File: config.mk
export PLATFORM = sky130hd
export DESIGN_NAME = bfik_back_flat
export DESIGN_NICKNAME = d
export VERILOG_FILES = /design/src/hw/rtl/bfik_pkg.sv /design/src/hw/rtl/bfik_if.sv /design/src/hw/rtl/bfik_back.sv /design/src/flat_wrapper.sv
export SDC_FILE = /design/constraint.sdc
export NUM_CORES = 1
export LEC_CHECK = 0
export ABC_AREA = 1
export BUFFER_PORTS_ARGS = -buffer_cell sky130_fd_sc_hd__clkbuf_2
export CAP_MARGIN = 40
export CORE_ASPECT_RATIO = 1.5
export CORE_MARGIN = 2
export CORE_UTILIZATION = 49
export DETAILED_ROUTE_END_ITERATION = 8
export PLACE_DENSITY = 0.87
export SETUP_SLACK_MARGIN = 0.5
export SLEW_MARGIN = 0
export SYNTH_ARGS = -nofsm -noshare
export SYNTH_HDL_FRONTEND = slang
export SYNTH_SLANG_ARGS = --single-unit
File: constraint.sdc
create_clock -name clk -period 2.8 [get_ports clk]
set_input_delay 0.56 -clock clk [delete_from_list [all_inputs] [get_ports clk]]
set_output_delay 0.56 -clock clk [all_outputs]
set_load 0.05 [all_outputs]
File: src/hw/rtl/bfik_pkg.sv
// ----------------------------------------------------------------------------
// bfik_pkg: shared definitions for the bloom filter
// Constants, configuration codes, queue entry and state machine types.
// ----------------------------------------------------------------------------
package bfik_pkg;

  localparam int LOG2_MAX_BITS_DEF = 16;
  localparam int MAX_HASHES_DEF    = 16;

  localparam int WORD_BITS  = 32;
  localparam int BIT_SEL_W  = $clog2(WORD_BITS);
  localparam int KEY_W      = 64;
  localparam int HALF_W     = 32;
  localparam int COUNT_W    = 32;
  localparam int CFG_W      = 5;
  localparam int CFG_IDX_W  = 2;

  localparam int QUEUE_DEPTH = 2;
  localparam int QUEUE_PTR_W = 1;

  localparam logic [KEY_W-1:0] HASH_XOR_CONST = 64'ha0761d6478bd642f;
  localparam logic [KEY_W-1:0] HASH_MUL_CONST = 64'he7037ed1a0b428db;

  localparam logic [CFG_W-1:0] NUM_HASHES_RST = 5'd3;
  localparam logic [CFG_W-1:0] LOG2_BITS_RST  = 5'd16;

  localparam logic MODE_INSERT = 1'b0;
  localparam logic MODE_TEST   = 1'b1;

  typedef enum logic [CFG_IDX_W-1:0] {
    CFG_NUM_HASHES = 2'd0,
    CFG_LOG2_BITS  = 2'd1
  } cfg_index_t;

  typedef struct packed {
    logic [CFG_W-1:0] num_hashes;
    logic [CFG_W-1:0] log2_bits_used;
  } cfg_t;

  typedef struct packed {
    logic              mode;
    logic [HALF_W-1:0] h1;
    logic [HALF_W-1:0] h2;
  } hash_entry_t;

  typedef enum logic [1:0] {
    F_IDLE,
    F_HASH,
    F_PUSH
  } front_state_t;

  typedef enum logic [2:0] {
    B_CLEAR,
    B_IDLE,
    B_READ,
    B_CHECK,
    B_DONE
  } back_state_t;

endpackage

File: src/hw/rtl/bfik_if.sv


interface bfik_rsp_if import bfik_pkg::*; ();
  logic               valid;
  logic               ready;
  logic               present;
  logic [COUNT_W-1:0] inserted_total;

  modport source (output valid, output present, output inserted_total, input ready);
  modport sink (input valid, input present, input inserted_total, output ready);
endinterface

File: src/hw/rtl/bfik_back.sv
// ----------------------------------------------------------------------------
// bfik_back: bit store probing and result delivery
// Clears the bit store after reset, then walks the probes of each queued
// request (read-modify-write on insert, read on test), registers the result.
// ----------------------------------------------------------------------------
module bfik_back import bfik_pkg::*; #(
  parameter int LOG2_MAX_BITS = LOG2_MAX_BITS_DEF,
  parameter int MAX_HASHES    = MAX_HASHES_DEF,
  parameter int ADDR_W        = LOG2_MAX_BITS_DEF - BIT_SEL_W
) (
  input  logic                 clk,
  input  logic                 rst,
  input  cfg_t                 cfg,
  input  logic                 empty,
  output logic                 pop,
  input  hash_entry_t          pop_data,
  output logic                 clearing,
  output logic                 ram_we,
  output logic [ADDR_W-1:0]    ram_waddr,
  output logic [WORD_BITS-1:0] ram_wdata,
  output logic                 ram_re,
  output logic [ADDR_W-1:0]    ram_raddr,
  input  logic [WORD_BITS-1:0] ram_rdata,
  bfik_rsp_if.source           result
);

  localparam int PCNT_W = $clog2(MAX_HASHES + 1);
  localparam int DEPTH  = 1 << ADDR_W;
  localparam int IDX_W  = LOG2_MAX_BITS;

  back_state_t          state;
  back_state_t          state_next;
  logic [ADDR_W-1:0]    clr_addr;
  logic                 mode_r;
  logic [HALF_W-1:0]    acc_idx;
  logic [HALF_W-1:0]    h2_r;
  logic [PCNT_W-1:0]    probe_cnt;
  logic [PCNT_W-1:0]    probes_r;
  logic [IDX_W-1:0]     mask_r;
  logic                 present_r;
  logic [COUNT_W-1:0]   total;
  logic [COUNT_W-1:0]   total_next;
  logic                 out_valid;
  logic                 out_present;
  logic [COUNT_W-1:0]   out_total;

  logic [PCNT_W-1:0]    probes_c;
  logic [CFG_W-1:0]     lg_c;
  logic [IDX_W-1:0]     mask_c;
  logic [IDX_W-1:0]     idx;
  logic [31:0]          idx_ext;
  logic [ADDR_W-1:0]    word_addr;
  logic [BIT_SEL_W-1:0] bit_pos;
  logic                 bit_set;
  logic                 last;
  logic                 load_out;

  // probe count and filter size limits
  always_comb begin
    if (cfg.num_hashes == '0) begin
      probes_c = PCNT_W'(1);
    end else if (32'(cfg.num_hashes) > MAX_HASHES) begin
      probes_c = PCNT_W'(MAX_HASHES);
    end else begin
      probes_c = PCNT_W'(cfg.num_hashes);
    end
    if (32'(cfg.log2_bits_used) > LOG2_MAX_BITS) begin
      lg_c = CFG_W'(LOG2_MAX_BITS);
    end else begin
      lg_c = cfg.log2_bits_used;
    end
    mask_c = ~({IDX_W{1'b1}} << lg_c);
  end

  assign idx       = acc_idx[IDX_W-1:0] & mask_r;
  assign idx_ext   = 32'(idx);
  assign word_addr = idx_ext[BIT_SEL_W +: ADDR_W];
  assign bit_pos   = idx[BIT_SEL_W-1:0];
  assign bit_set   = ram_rdata[bit_pos];
  assign last      = (probe_cnt == probes_r - 1'b1);
  assign load_out  = (state == B_DONE) && (!out_valid || result.ready);

  always_comb begin
    if ((mode_r == MODE_INSERT) && (total != '1)) begin
      total_next = total + 1'b1;
    end else begin
      total_next = total;
    end
  end

  always_comb begin
    state_next = state;
    case (state)
      B_CLEAR: begin
        if (clr_addr == ADDR_W'(DEPTH - 1)) begin
          state_next = B_IDLE;
        end
      end
      B_IDLE: begin
        if (!empty) begin
          state_next = B_READ;
        end
      end
      B_READ: state_next = B_CHECK;
      B_CHECK: begin
        if (last || ((mode_r == MODE_TEST) && !bit_set)) begin
          state_next = B_DONE;
        end else begin
          state_next = B_READ;
        end
      end
      B_DONE: begin
        if (!out_valid || result.ready) begin
          state_next = B_IDLE;
        end
      end
      default: state_next = B_IDLE;
    endcase
  end

  always_comb begin
    clearing  = (state == B_CLEAR);
    pop       = (state == B_IDLE) && !empty;
    ram_re    = (state == B_READ);
    ram_raddr = word_addr;
    ram_we    = clearing || ((state == B_CHECK) && (mode_r == MODE_INSERT));
    ram_waddr = clearing ? clr_addr : word_addr;
    if (clearing) begin
      ram_wdata = '0;
    end else begin
      ram_wdata = ram_rdata | (WORD_BITS'(1) << bit_pos);
    end
    result.valid          = out_valid;
    result.present        = out_present;
    result.inserted_total = out_total;
  end

  always_ff @(posedge clk) begin
    if (rst) begin
      state     <= B_CLEAR;
      clr_addr  <= '0;
      out_valid <= 1'b0;
      total     <= '0;
    end else begin
      state <= state_next;
      if (clearing) begin
        clr_addr <= clr_addr + 1'b1;
      end
      if (load_out) begin
        out_valid <= 1'b1;
        total     <= total_next;
      end else if (result.ready) begin
        out_valid <= 1'b0;
      end
    end
  end

  always_ff @(posedge clk) begin
    if (pop) begin
      mode_r    <= pop_data.mode;
      acc_idx   <= pop_data.h1;
      h2_r      <= pop_data.h2;
      probe_cnt <= '0;
      probes_r  <= probes_c;
      mask_r    <= mask_c;
      present_r <= 1'b1;
    end else if (state == B_CHECK) begin
      acc_idx   <= acc_idx + h2_r;
      probe_cnt <= probe_cnt + 1'b1;
      if ((mode_r == MODE_TEST) && !bit_set) begin
        present_r <= 1'b0;
      end
    end
    if (load_out) begin
      out_present <= (mode_r == MODE_TEST) && present_r;
      out_total   <= total_next;
    end
  end

endmodule

File: src/flat_wrapper.sv
// flat-port wrapper written by rule: the top's interface ports become plain ports
module bfik_back_flat import bfik_pkg::*;
#(
  parameter int LOG2_MAX_BITS = LOG2_MAX_BITS_DEF,
  parameter int MAX_HASHES    = MAX_HASHES_DEF,
  parameter int ADDR_W        = LOG2_MAX_BITS_DEF - BIT_SEL_W
)
  (clk, rst, cfg, empty, pop, pop_data, clearing, ram_we, ram_waddr, ram_wdata, ram_re, ram_raddr, ram_rdata, result_valid, result_present, result_inserted_total, result_ready);
  bfik_rsp_if result_i ();
  input  logic clk;
  input  logic rst;
  input  cfg_t cfg;
  input  logic empty;
  output logic pop;
  input  hash_entry_t pop_data;
  output logic clearing;
  output logic ram_we;
  output logic [ADDR_W-1:0] ram_waddr;
  output logic [WORD_BITS-1:0] ram_wdata;
  output logic ram_re;
  output logic [ADDR_W-1:0] ram_raddr;
  input  logic [WORD_BITS-1:0] ram_rdata;
  output wire logic [$bits(result_i.valid)-1:0] result_valid;
  output wire logic [$bits(result_i.present)-1:0] result_present;
  output wire logic [$bits(result_i.inserted_total)-1:0] result_inserted_total;
  input wire logic [$bits(result_i.ready)-1:0] result_ready;
  assign result_valid = result_i.valid;
  assign result_present = result_i.present;
  assign result_inserted_total = result_i.inserted_total;
  assign result_i.ready = result_ready;
  bfik_back #(.LOG2_MAX_BITS(LOG2_MAX_BITS), .MAX_HASHES(MAX_HASHES), .ADDR_W(ADDR_W)) u_core (.clk(clk), .rst(rst), .cfg(cfg), .empty(empty), .pop(pop), .pop_data(pop_data), .clearing(clearing), .ram_we(ram_we), .ram_waddr(ram_waddr), .ram_wdata(ram_wdata), .ram_re(ram_re), .ram_raddr(ram_raddr), .ram_rdata(ram_rdata), .result(result_i));
endmodule
# Word-level counts from Yosys, hierarchy flattened
# Index checks and enable logic that the tools add are counted.
dict set report op_classes {
  addsub 5
  mul 0
  n_div 0
  n_lt_le_gt_ge 3
  n_eq_ne 10
  shift 2
  n_mux 16
  n_bitwise 4
  reduce_logical 19
}
# cell count
set ops {}
lappend ops {{2-to-1 mux 32 bit} 4}
lappend ops {{adder 32 x 1 -> 32 bit (second input constant)} 1}
lappend ops {{adder 32 bit} 1}
lappend ops {{inequality test 32 bit (second input constant)} 1}
lappend ops {{OR 32 bit} 1}
lappend ops {{left shift 1 x 5 -> 32 bit (first input constant)} 1}
lappend ops {{AND 16 bit} 1}
lappend ops {{inverter 16 bit} 1}
lappend ops {{left shift 16 x 5 -> 16 bit (first input constant)} 1}
lappend ops {{one-hot mux 3 bit (5 select lines)} 1}
lappend ops {{2-to-1 mux 3 bit} 4}
lappend ops {{adder 11 x 1 -> 11 bit (second input constant)} 1}
lappend ops {{equality test 11 bit (second input constant)} 1}
lappend ops {{2-to-1 mux 11 bit} 1}
lappend ops {{greater-than comparator 5 bit (second input constant)} 2}
lappend ops {{2-to-1 mux 5 bit} 2}
lappend ops {{equality test 3 x 2 -> 1 bit (second input constant)} 2}
lappend ops {{logical AND 1 bit} 6}
lappend ops {{< comparator 5 x 6 -> 1 bit (second input constant)} 1}
lappend ops {{adder 5 x 1 -> 5 bit (second input constant)} 1}
lappend ops {{binary-select mux 1 bit (select 5 bit)} 1}
lappend ops {{equality test 5 bit} 1}
lappend ops {{zero test 5 bit} 1}
lappend ops {{subtractor 5 x 1 -> 5 bit (second input constant)} 1}
lappend ops {{other kinds (13)} 21}
dict set report word_totals {
  regBits 172
  latch_bits 0
  ramBits 0
  romBits 0
  inputBits 111
  out_inout_bits 92
  elab_cells 73
  mem_count 0
}

# Depth between registers and ports, before layout
# Gate-level depths: netlist (run 1).
dict set report depth {
  depth_word 8
  mapped_depth 15
  mapped_depth_nobuf 15
}

# Least setup slack after synthesis (run 1)
# No wires, ideal clock.
dict set report synth_path {
  path_type {register to output}
  from {register u_core.state[2]}
  to {output port pop}
  arrival_time_ns 2.574
  t_required_ns 2.240
  slack_ns -0.334
  stages_incl_launch_ff 6
  path_buffers 2
  cell_sequence {dfxtp_1 -> clkbuf_1 -> nor2_1 -> nand2_1 -> nor2_1 -> clkbuf_1}
}
dict set report synth_via {
  elab_chain_len 2
}
# item line_no
set synth_rtl {}
lappend synth_rtl {{from (decl)} bfik_back.sv:31} ;# back_state_t state;
lappend synth_rtl {{from (signal assigned)} bfik_back.sv:145} ;# state <= state_next;
lappend synth_rtl {{equality test 3 x 1 -> 1 bit} bfik_back.sv:123} ;# pop = (state == B_IDLE) && !empty;
lappend synth_rtl {{logical AND 1 bit} bfik_back.sv:123}
lappend synth_rtl {{to (decl)} flat_wrapper.sv:14} ;# output logic pop;
# Every way passes these cells.

# Worst setup path in the final report (run 1)
dict set report layout_path {
  from {register u_core.acc_idx[1]}
  to {output port ram_wdata[24]}
}
dict set report layout_via {
  elab_chain_len 4
}
# item line_no
set layout_rtl {}
lappend layout_rtl {{from (decl)} bfik_back.sv:35} ;# logic [HALF_W-1:0] acc_idx;
lappend layout_rtl {{from (signal assigned)} bfik_back.sv:161} ;# acc_idx <= pop_data.h1;
lappend layout_rtl {{from (signal assigned)} bfik_back.sv:168} ;# acc_idx <= acc_idx + h2_r;
lappend layout_rtl {{AND 16 bit} bfik_back.sv:75} ;# assign idx = acc_idx[IDX_W-1:0] & mask_r;
lappend layout_rtl {{left shift 1 x 5 -> 32 bit} bfik_back.sv:131} ;# ram_wdata = ram_rdata | (WORD_BITS'(1) << bit_pos);
lappend layout_rtl {{OR 32 bit} bfik_back.sv:131}
lappend layout_rtl {{2-to-1 mux 32 bit} bfik_back.sv:128} ;# if (clearing) begin
lappend layout_rtl {{to (decl)} flat_wrapper.sv:19} ;# output logic [WORD_BITS-1:0] ram_wdata;
# Every way passes these cells.

==> results of run 1 <==
logic make-up (layout without fill, tap and decap cells):
group	after synthesis	in the layout	synth area share (%)
fa+ha+maj	22	22	3.38
xor+xnor	31	31	3.34
compound gates	204	204	13.7
buf+inv	215	422	10.1
simple gates	491	491	25.5
flops	140	140	43.9
metrics by stage:
step           total power (uW)  utilization (%)  setup WS (ns)
6_report                   5780             65.3          0.374
5_1_grt                    5960             65.3          0.293
4_1_cts                    5710             63.6          0.444
3_5_place_dp               3320             57.3          0.366
3_3_place_gp               3300             57.3          0.403
2_1_floorplan              3030                -          0.276
final cells by class:
class                   count  share of cell area, %
well taps                 210                   2.40
clock inverters            12                   1.48
clock buffers              20                   3.99
flip-flops and latches    140                   33.6
inverters                 174                   6.10
repair buffers            216                   14.5
multi-input cells         748                   37.9
worst max-delay path, cell delays in order, from the launching register on:
cell                       delay [ns]
sky130_fd_sc_hd__edfxtp_1        0.45
sky130_fd_sc_hd__nand2_4         0.13
sky130_fd_sc_hd__buf_6           0.13
sky130_fd_sc_hd__nand2_4         0.07
sky130_fd_sc_hd__nor2_4          0.16
sky130_fd_sc_hd__a31oi_1         0.12
sky130_fd_sc_hd__nor2_1          0.16
sky130_fd_sc_hd__clkbuf_8        0.21
path summary, 6_finish.rpt:
path,start,to,slack [ns],cells past startpoint
worst max-delay path,u_core.acc_idx[1]$_DFFE_PP_,ram_wdata[24],0.37,7
worst min-delay path,pop_data[14],u_core.h2_r[14]$_DFFE_PP_,0.30,1
worst max register to register,u_core.acc_idx[0]$_DFFE_PP_,u_core.acc_idx[12]$_DFFE_PP_,0.45,15
worst min register to register,u_core.present_r$_SDFFE_PP1P_,u_core.present_r$_SDFFE_PP1P_,0.45,2
state kept, by name, indices dropped and copies added (netlist names), 3 cells and up:
| name | cells |
|---|---|
| u_core.result.inserted_total | 32 |
| u_core.mask_r | 16 |
| u_core.clr_addr | 11 |
| u_core.state | 3 |
| u_core.total | 32 |
| u_core.h2_r | 16 |
| u_core.probes_r | 5 |
| u_core.probe_cnt | 5 |
| u_core.acc_idx | 16 |
power by group through the flow:
stage / registers [uW] / clock network (uW) / logic, uW
2_1_floorplan: 2330 / 0 / 703
3_3_place_gp: 2330 / 0 / 967
3_5_place_dp: 2340 / 0 / 988
4_1_cts: 2300 / 2320 / 1090
5_1_grt: 2300 / 2400 / 1250
6_report: 2300 / 2310 / 1180
per-layer routing:
metal,vias to the layer above,part of all wire [%],routed length [um],global-route usage [%]
li1,4036,-,-,-
met5,-,0,0,0
met1,3916,35,8560,26.8
met3,121,6.0,1460,3.99
met4,0,5.7,1380,16.4
met2,425,53,13000,49.3
cell usage after synthesis, types with 2 or more instances:
library cell | instances | share of area, %
sky130_fd_sc_hd__nand2_1 | 269 | 12
sky130_fd_sc_hd__nand4_1 | 33 | 2.5
sky130_fd_sc_hd__nor3_1 | 21 | 1.3
sky130_fd_sc_hd__a21oi_1 | 88 | 5.3
sky130_fd_sc_hd__a31oi_1 | 10 | 0.75
sky130_fd_sc_hd__o21ai_0 | 51 | 3.1
sky130_fd_sc_hd__nor3_2 | 2 | 0.24
sky130_fd_sc_hd__xor2_1 | 24 | 2.5
sky130_fd_sc_hd__clkinv_1 | 4 | 0.18
sky130_fd_sc_hd__a21o_1 | 4 | 0.36
sky130_fd_sc_hd__nand2_2 | 13 | 0.97
sky130_fd_sc_hd__buf_1 | 2 | 0.090
sky130_fd_sc_hd__edfxtp_1 | 87 | 31
sky130_fd_sc_hd__o21ai_1 | 19 | 1.1
sky130_fd_sc_hd__o21bai_1 | 7 | 0.63
sky130_fd_sc_hd__nand3_1 | 66 | 3.9
sky130_fd_sc_hd__clkbuf_1 | 33 | 1.5
sky130_fd_sc_hd__xnor2_1 | 6 | 0.63
sky130_fd_sc_hd__inv_1 | 165 | 7.4
sky130_fd_sc_hd__inv_2 | 4 | 0.18
sky130_fd_sc_hd__ha_1 | 21 | 3.1
sky130_fd_sc_hd__nor4_1 | 9 | 0.67
sky130_fd_sc_hd__nand3b_1 | 2 | 0.18
sky130_fd_sc_hd__dfxtp_1 | 53 | 13
sky130_fd_sc_hd__o21ai_2 | 17 | 1.8
sky130_fd_sc_hd__o31ai_1 | 4 | 0.36
sky130_fd_sc_hd__nor2_2 | 5 | 0.37
sky130_fd_sc_hd__nor2_1 | 67 | 3.0
sky130_fd_sc_hd__buf_6 | 4 | 0.54
sky130_fd_sc_hd__nor3b_1 | 3 | 0.27
timing repair:
item                       in CTS  in global routing
setup endpoints to repair      49                122
gates resized for setup       100                 88
setup buffers                  13                 12
hold endpoints to repair        0                  0
pin swaps                       8                 15
==> summary.md, run 1 <==
* 1463 — placed cell count
* 0% — Async S/R FF share, synth
* 50.9% — Slew Limit Headroom
* 17 — number of buffers added by the clock tree synthesis step
* true — RSZ-0062 raised after global routing
* sky130_fd_sc_hd__nand2_1 — most common cell after layout, fill and taps aside
* 0.00368 mm^2 — total area of sequential cells
* 0 — final antenna-violating net count
* 8160 — via count of the first global-routing pass
* 8498 — via count
* 0 — number of antenna violations at the first check in global routing
* 57 — largest net degree at the start of global routing
* 0.931 — Placer Congestion
* 7.58 um^2 — synthesized area divided by synthesized cell count
* 5 — worst-path fanout max
* 0.43 ns — latest clock arrival within the worst-skew pair
* sky130_fd_sc_hd__clkbuf_16 — clock root buffer master
* sky130_fd_sc_hd__edfxtp_1 — Top FF cell, synth
* 140 — synthesized flop and latch total
* 58 — Std-Cell Rows
* 37800 um — wire length of the first global-routing pass
* 24400 um — Routed WL
* 5.59 — vias per inst
* 86.6% — fraction of the cycle the final worst path needs
* 40 — count of distinct cell types in the synthesized netlist
* 1103 — synthesized instance count
* 1283 — filler cell count in the final layout
* register — CP Launch Type
* 0 — hold_buf cts
* 0.0101 ns — maximum clock skew at final layout
* 0 ns — sum of negative setup slack
* 529 mW/mm^2 — Cell Pwr Density
* 1430 — net total in the final layout
* 0.0168 mm^2 — floorplan core area
* 1520 — non-filler cells in the finished layout
* 0 — Hold Violations, Final
* 39.8% — Reg power frac
* sky130_fd_sc_hd__nand2_1 (261), sky130_fd_sc_hd__inv_1 (164), sky130_fd_sc_hd__clkbuf_2 (125) — highest-count cells in the layout ignoring fill and taps
* 170 — Port Buffer Count
* 1720 uW — power dissipated by switching net loads
* 39.9% — share of total power in the clock network
* 0.302 ns — minimum hold slack
* 0 — final global-route overflow total
* 0.0181 mm^2 — Total Die Area
* 203 — top-level I/O count
* 2.24 ns — endpoint required time on the critical path
* 7 — 1st-pass router iterations
* 27.0% — share of final-layout standard cells stronger than drive strength 1
* 0.000448 V — maximum vdd drop
* 0.729 ns — actual slew at the worst max-slew pin
* 43.9% — sequential-to-total area share from yosys stat
* 26.1% — Overall Global Routing Usage
* 4070 uW — internal power of the cells
* 49.9% — initial cell density of the core
* 87 — number of enable flip-flop cells after synthesis
* 17000 um — placed wire-length estimate
* 4 — H-tree depth
* 0.0109 mm^2 — summed area of non-filler cells in the final layout
* register to output pin — WS Path Type
* 0.00414 mm^2 — area used by multi-input combinational logic
* output pin — category of the worst setup path capture point
* 0.06 ns — post-CTS clock slew at the launch and capture registers of the worst setup and hold paths
* 0 — DRC Markers
* 1236 — Synthesized Nets
* 0 — Max Cap Violations
* 16.0 um — DR WL/cell
* 29.7% — proportion of total power due to net switching
* 0.00836 mm^2 — Synth Cell Area
* done — clock tree from TritonCTS
* 0.00960 mm^2 — placed inst area
* 2.43 ns — final worst path period need
* 722 — number of violations reported at the end of detailed-routing iteration 0
* 2 — maximum number of buffers from clock root to sink
* 164 um — DIE HEIGHT
* 140 — number of sinks on the clock net
* 0 — yosys warns
* 111 um — Die Wd
* finished clean — run status
* 0 — ANT cells
* 0 — number of failing setup endpoints in the final timing report
* input pin to register — Hold Crit Class
* 412 MHz — Peak Freq
* 1.87 ns — arrival time of data at the critical path endpoint
* 30.8% — signed area change from the synthesized netlist to the final layout
* 0 — max-slew violation count
* 0.00500 uW — static leakage power
* 20.3% — Combinational Power Share
No activity file was read; power rests on OpenSTA's default activity.
==> run 2, diff against run 1 <==
--- a/config.mk
+++ b/config.mk
@@ -13,6 +13,7 @@
 export CORE_UTILIZATION = 49
 export DETAILED_ROUTE_END_ITERATION = 8
 export PLACE_DENSITY = 0.87
+export REMOVE_ABC_BUFFERS = 1
 export SETUP_SLACK_MARGIN = 0.5
 export SLEW_MARGIN = 0
 export SYNTH_ARGS = -nofsm -noshare
==> summary.md, run 2 (synthesis gave the netlist of run 1 again) <==
* 0 — number of failing setup endpoints in the final timing report, unchanged
* 111 um — Die Wd, unchanged
* 29.9% — signed area change from the synthesized netlist to the final layout
* 48.4% — global routing usage on met2, -0.89 points
* 57 — largest net degree at the start of global routing, unchanged
* 0 — Max Cap Violations, unchanged
* 15.8 um — DR WL/cell, -1.2%
* 522 mW/mm^2 — Cell Pwr Density, -1.2%
* sky130_fd_sc_hd__clkbuf_16 — clock root buffer master
* 0.0113 ns — maximum clock skew at final layout, +0.00120 ns
* u_core.acc_idx[0]$_DFFE_PP_ — launch instance of the worst register-to-register path
* 40.0% — Slew Limit Headroom, -11 points
* done — clock tree from TritonCTS
* 0 — hold_buf cts, unchanged
* 5.60 — vias per inst, +0.14%
* 0.899 ns — actual slew at the worst max-slew pin, +0.170 ns
* register — CP Launch Type
* 0.00496 uW — static leakage power, -0.78%
* finished clean — run status
* 739 — number of violations reported at the end of detailed-routing iteration 0, +2.4%
* u_core.h2_r[2]$_DFFE_PP_ — worst min-delay path endpoint
* sky130_fd_sc_hd__nand2_1 — most common cell after layout, fill and taps aside
* 8159 — via count of the first global-routing pass, -0.012%
* 0 — final antenna-violating net count, unchanged
* 140 — number of sinks on the clock net, unchanged
* 164 um — DIE HEIGHT, unchanged
* 4 — H-tree depth, unchanged
* 0.0168 mm^2 — floorplan core area, unchanged
* 0 — ANT cells, unchanged
* 408 MHz — Peak Freq, -1.1%
* 26.2% — met1 track utilization from global routing, -0.63 points
* met2 — GRT Max-Usage Layer
* 170 — Port Buffer Count, unchanged
* 16600 um — placed wire-length estimate, -2.7%
* 0.44 ns — worst reg-to-reg setup slack, about the same
* 26.8% — share of final-layout standard cells stronger than drive strength 1, -0.19 points
* 8 — worst-path fanout max, +3
* input pin to register — Hold Crit Class
* 0 — max-slew violation count, unchanged
* 8499 — via count, +0.012%
* 0 — Hold Violations, Final, unchanged
* 4.72% — met3 Track Usage GR, +0.74 points
* 0.00947 mm^2 — placed inst area, -1.3%
* 17 — number of buffers added by the clock tree synthesis step, unchanged
* 0.000424 V — maximum vdd drop, -5.5%
* pop_data[2] — hold path startpoint
* 0.951 — Placer Congestion, +2.1%
* 25.7% — Overall Global Routing Usage, -0.38 points
* 2.45 ns — final worst path period need, +0.0274 ns
* 0.06 ns — post-CTS clock slew at the launch and capture registers of the worst setup and hold paths, about the same
* 87.6% — fraction of the cycle the final worst path needs, +0.98 points
* 0.0109 mm^2 — summed area of non-filler cells in the final layout, -0.70%
* 5670 uW — Design Power, -1.9%
* sky130_fd_sc_hd__nand2_1 (260), sky130_fd_sc_hd__inv_1 (163), sky130_fd_sc_hd__clkbuf_2 (126) — highest-count cells in the layout ignoring fill and taps
* output pin — category of the worst setup path capture point
* 58 — Std-Cell Rows, unchanged
* 1428 — net total in the final layout, -0.14%
* 0 — final global-route overflow total, unchanged
* 37700 um — wire length of the first global-routing pass, -0.35%
* 24000 um — Routed WL, -1.3%
* 0.43 ns — latest clock arrival within the worst-skew pair, about the same
* 0 — DRC Markers, unchanged
* 203 — top-level I/O count, unchanged
* true — RSZ-0062 raised after global routing
* 2.24 ns — endpoint required time on the critical path, about the same
* 0 — number of antenna violations at the first check in global routing, unchanged
* 64.8% — final core occ, -0.46 points
* u_core.acc_idx[12]$_DFFE_PP_ — Reg-to-Reg End
* register to output pin — WS Path Type
* 0.0181 mm^2 — Total Die Area, unchanged
* 1 — hold-critical path depth, unchanged
* 15 — number of cells traversed by the worst register-to-register path, unchanged
* 1.89 ns — arrival time of data at the critical path endpoint, +0.02 ns
* 6 — 1st-pass router iterations, -1
* 1297 — filler cell count in the final layout, +1.1%
* 49.9% — initial cell density of the core, unchanged
* 2 — maximum number of buffers from clock root to sink, unchanged
[run 2: cell count changes in the layout (fill, tap and decap cells not counted), moves of 3 or more]
cell / delta
sky130_fd_sc_hd__buf_6: -6
sky130_fd_sc_hd__o21ai_0: +5
sky130_fd_sc_hd__clkbuf_8: +4
sky130_fd_sc_hd__clkbuf_4: -4
sky130_fd_sc_hd__o21ai_2: -6
sky130_fd_sc_hd__nand2_4: +4
sky130_fd_sc_hd__buf_4: +9
sky130_fd_sc_hd__clkinvlp_4: +3
[run 2: worst max path at each step]
stage                                       from                          end
global placement     u_core.acc_idx[1]$_DFFE_PP_                ram_wdata[29]
CTS                  u_core.acc_idx[0]$_DFFE_PP_                ram_wdata[10]
finish               u_core.acc_idx[0]$_DFFE_PP_                ram_wdata[25]
detailed placement   u_core.acc_idx[1]$_DFFE_PP_                ram_wdata[29]
global route         u_core.acc_idx[0]$_DFFE_PP_                 ram_wdata[1]
floorplan           u_core.state[0]$_SDFFE_PP0P_  u_core.acc_idx[0]$_DFFE_PP_
[run 2: layer usage]
layer / wire [um] / vias up
li1: - / 4052
met1: 8500 / 3866
met2: 12600 / 454
met3: 1460 / 127
met4: 1450 / 0
met5: 0 / -
[run 2: what timing repair did]
item,in CTS,in global routing
endpoints found under the setup margin,114,113
buffers inserted,14,10
gates resized for setup,130,79
pin swaps,11,21
[run 2: through the flow]
step / worst slack [ns] / instances / hold slack, ns / TNS (ns)
finish: 0.347 / 1518 / 0.300 / 0
global route: 0.307 / 1518 / 0.286 / 0
global placement: 0.361 / 1462 / 0.449 / 0
CTS: 0.413 / 1508 / 0.290 / 0
floorplan: -2.66 / 1062 / 0.437 / -158.78
detailed placement: 0.316 / 1462 / 0.452 / 0
[run 2: area by class of cell]
class | instances | area [um^2] | area share [%]
Clock buffer | 19 | 433 | 3.99
Timing Repair Buffer | 214 | 1540 | 14.2
Inverter | 174 | 669 | 6.16
Tap cell | 210 | 263 | 2.42
Multi-Input combinational cell | 748 | 4140 | 38.1
Clock inverter | 13 | 143 | 1.31
Sequential cell | 140 | 3680 | 33.9
[run 2: report_power, final]
part | leakage, uW | switching [uW] | internal, uW
clock | 0.000268 | 892 | 1320
combinational | 0.00346 | 765 | 399
sequential | 0.00123 | 46.6 | 2250
[run 2: critical path, stage by stage (launching register included)]
cell	delay, ns
sky130_fd_sc_hd__edfxtp_1	0.45
sky130_fd_sc_hd__nand2_4	0.14
sky130_fd_sc_hd__nor2_4	0.24
sky130_fd_sc_hd__nand4_1	0.20
sky130_fd_sc_hd__a21oi_2	0.22
sky130_fd_sc_hd__clkbuf_8	0.21
==> run 3, diff against run 2 <==
--- a/config.mk
+++ b/config.mk
@@ -8,7 +8,7 @@
 export ABC_AREA = 1
 export BUFFER_PORTS_ARGS = -buffer_cell sky130_fd_sc_hd__clkbuf_2
 export CAP_MARGIN = 40
-export CORE_ASPECT_RATIO = 1.5
+export CORE_ASPECT_RATIO = 1.25
 export CORE_MARGIN = 2
 export CORE_UTILIZATION = 49
 export DETAILED_ROUTE_END_ITERATION = 8
==> summary.md, run 3 (synthesis gave the netlist of run 1 again) <==
* finished clean — run status
* 0 — number of failing setup endpoints in the final timing report, unchanged
* 0.00949 mm^2 — placed inst area, +0.21%
* 150 um — DIE HEIGHT, -8.5%
* register — CP Launch Type
* 0.0109 mm^2 — summed area of non-filler cells in the final layout, +0.46%
* 40.9% — share of total power in the clock network, +2.0 points
* 0.06 ns — post-CTS clock slew at the launch and capture registers of the worst setup and hold paths, about the same
* 0.00977 ns — maximum clock skew at final layout, -0.00150 ns
* 15.6 um — DR WL/cell, -1.6%
* 0 — final antenna-violating net count, unchanged
* 53 — Std-Cell Rows, -8.6%
* 0.43 ns — latest clock arrival within the worst-skew pair, about the same
* buf_6 -> a21oi_4 -> buf_6 -> nand4_1 -> a21oi_2 -> clkbuf_8 — CP cell instances
* sky130_fd_sc_hd__edfxtp_1 — slowest cell on the critical path
* 49.8% — initial cell density of the core, about the same
* 203 — top-level I/O count, unchanged
* done — clock tree from TritonCTS
* 807 — number of violations reported at the end of detailed-routing iteration 0, +9.2%
* sky130_fd_sc_hd__nand2_1 — most common cell after layout, fill and taps aside
* 0 — number of antenna violations at the first check in global routing, unchanged
* 17 — number of buffers added by the clock tree synthesis step, unchanged
* sky130_fd_sc_hd__clkbuf_16 — clock root buffer master
* 86.3% — fraction of the cycle the final worst path needs, -1.3 points
* 0 — final global-route overflow total, unchanged
* 23800 um — Routed WL, -1.0%
* 540 mW/mm^2 — Cell Pwr Density, +3.3%
* 0 — Max Cap Violations, unchanged
* 121 um — Die Wd, +9.2%
* 5.55 — vias per inst, -0.96%
* sky130_fd_sc_hd__buf_6 — most frequent cell on the critical path
* 26.7% — share of final-layout standard cells stronger than drive strength 1, -0.11 points
* register to output pin — WS Path Type
* 0 — DRC Markers, unchanged
* 0.0168 mm^2 — floorplan core area, about the same
* 1700 uW — power dissipated by switching net loads, -0.43%
* 34.4% — Slew Limit Headroom, -5.6 points
* 7871 — via count of the first global-routing pass, -3.5%
* input pin to register — Hold Crit Class
* 36800 um — wire length of the first global-routing pass, -2.3%
* 39.1% — Reg power frac, -1.5 points
* true — RSZ-0062 raised after global routing
* 2.24 ns — endpoint required time on the critical path, about the same
* 0 — hold_buf cts, unchanged
* 0.46 ns — longest individual stage delay on the worst path, about the same
* 28.8% — proportion of total power due to net switching, -1.2 points
* 170 — Port Buffer Count, unchanged
* 0.000430 V — maximum vdd drop, +1.6%
* sky130_fd_sc_hd__nand2_1 (257), sky130_fd_sc_hd__inv_1 (162), sky130_fd_sc_hd__clkbuf_2 (126) — highest-count cells in the layout ignoring fill and taps
* 0.945 — Placer Congestion, -0.63%
* 4 — H-tree depth, unchanged
* 0 — max-slew violation count, unchanged
* 0 — Hold Violations, Final, unchanged
* 414 MHz — Peak Freq, +1.5%
* 0 — ANT cells, unchanged
* 2 — maximum number of buffers from clock root to sink, unchanged
* 1.86 ns — arrival time of data at the critical path endpoint, -0.03 ns
* 25.6% — Overall Global Routing Usage, -0.073 points
* 65.0% — final core occ, +0.25 points
* 0.0181 mm^2 — Total Die Area, about the same
* output pin — category of the worst setup path capture point
* 1426 — net total in the final layout, -0.14%
* 2.42 ns — final worst path period need, -0.0369 ns
* 0.00500 uW — static leakage power, +0.90%
* 0.975 ns — actual slew at the worst max-slew pin, +0.0766 ns
* 1333 — filler cell count in the final layout, +2.8%
* 140 — number of sinks on the clock net, unchanged
* 20.0% — Combinational Power Share, -0.5 points
* 4 — worst-path fanout max, -4
* 7 — 1st-pass router iterations, +1
* 30.5% — signed area change from the synthesized netlist to the final layout
* 16100 um — placed wire-length estimate, -2.7%
* 8462 — via count, -0.44%
* 61 — largest net degree at the start of global routing, +7.0%
* 4190 uW — internal power of the cells, +5.6%
[run 3: layer usage]
| metal | vias to the layer above | part of all wire [%] | track usage [%] |
|---|---|---|---|
| met5 | - | 0 | 0 |
| li1 | 4039 | - | - |
| met1 | 3895 | 38 | 29.2 |
| met2 | 433 | 51 | 45.4 |
| met3 | 95 | 7.0 | 4.34 |
| met4 | 0 | 4.3 | 14.1 |
[run 3: worst max-delay path: cells and delay by family, from the launching register on]
kind,cells,cell delay (ns)
DFF,1,0.46
buffers and inverters,3,0.52
and+or+nand+nor,1,0.10
AOI/OAI and AO/OA,2,0.36
[run 3: path summary, 6_finish.rpt]
check        slack, ns                               end                        startpoint  depth (start not counted)
max               0.38                     ram_wdata[10]        u_core.mask_r[0]$_DFFE_PP_                          6
min               0.30         u_core.h2_r[14]$_DFFE_PP_                      pop_data[14]                          1
max reg2reg       0.43       u_core.acc_idx[8]$_DFFE_PP_       u_core.acc_idx[0]$_DFFE_PP_                         11
min reg2reg       0.49  u_core.probe_cnt[4]$_SDFFE_PP0P_  u_core.probe_cnt[4]$_SDFFE_PP0P_                          2
[run 3: layout make-up]
type                       count  area [um^2]  share of cell area [%]
multi-input combinational    748         4110                    37.7
sequential                   140         3680                    33.7
timing repair buffer         212         1540                    14.1
inverter                     174          671                    6.15
clock buffer                  23          499                    4.57
tap                          220          275                    2.52
clock inverter                 9          134                    1.23
[run 3: power by group through the flow]
stage / logic (uW) / registers (uW) / clock network (uW)
after floorplan: 646 / 2330 / 0
after global placement: 926 / 2330 / 0
after detailed placement: 940 / 2340 / 0
after CTS: 1080 / 2300 / 2420
after global routing: 1260 / 2300 / 2510
final: 1180 / 2300 / 2410
[run 3: timing repair]
action | in CTS | in global routing
gates resized for setup | 113 | 112
pin swaps | 6 | 20
cloned | 1 | 0
setup buffers | 12 | 8
endpoints found under the setup margin | 110 | 116
[run 3: stage by stage]
step | hold slack, ns | cells | total power, uW | worst slack, ns | setup TNS [ns]
CTS | 0.296 | 1518 | 5800 | 0.400 | 0
detailed placement | 0.476 | 1473 | 3280 | 0.455 | 0
finish | 0.305 | 1526 | 5890 | 0.384 | 0
floorplan | 0.437 | 1062 | 2980 | -2.66 | -158.78
global placement | 0.451 | 1473 | 3260 | 0.472 | 0
global route | 0.292 | 1526 | 6080 | 0.312 | 0
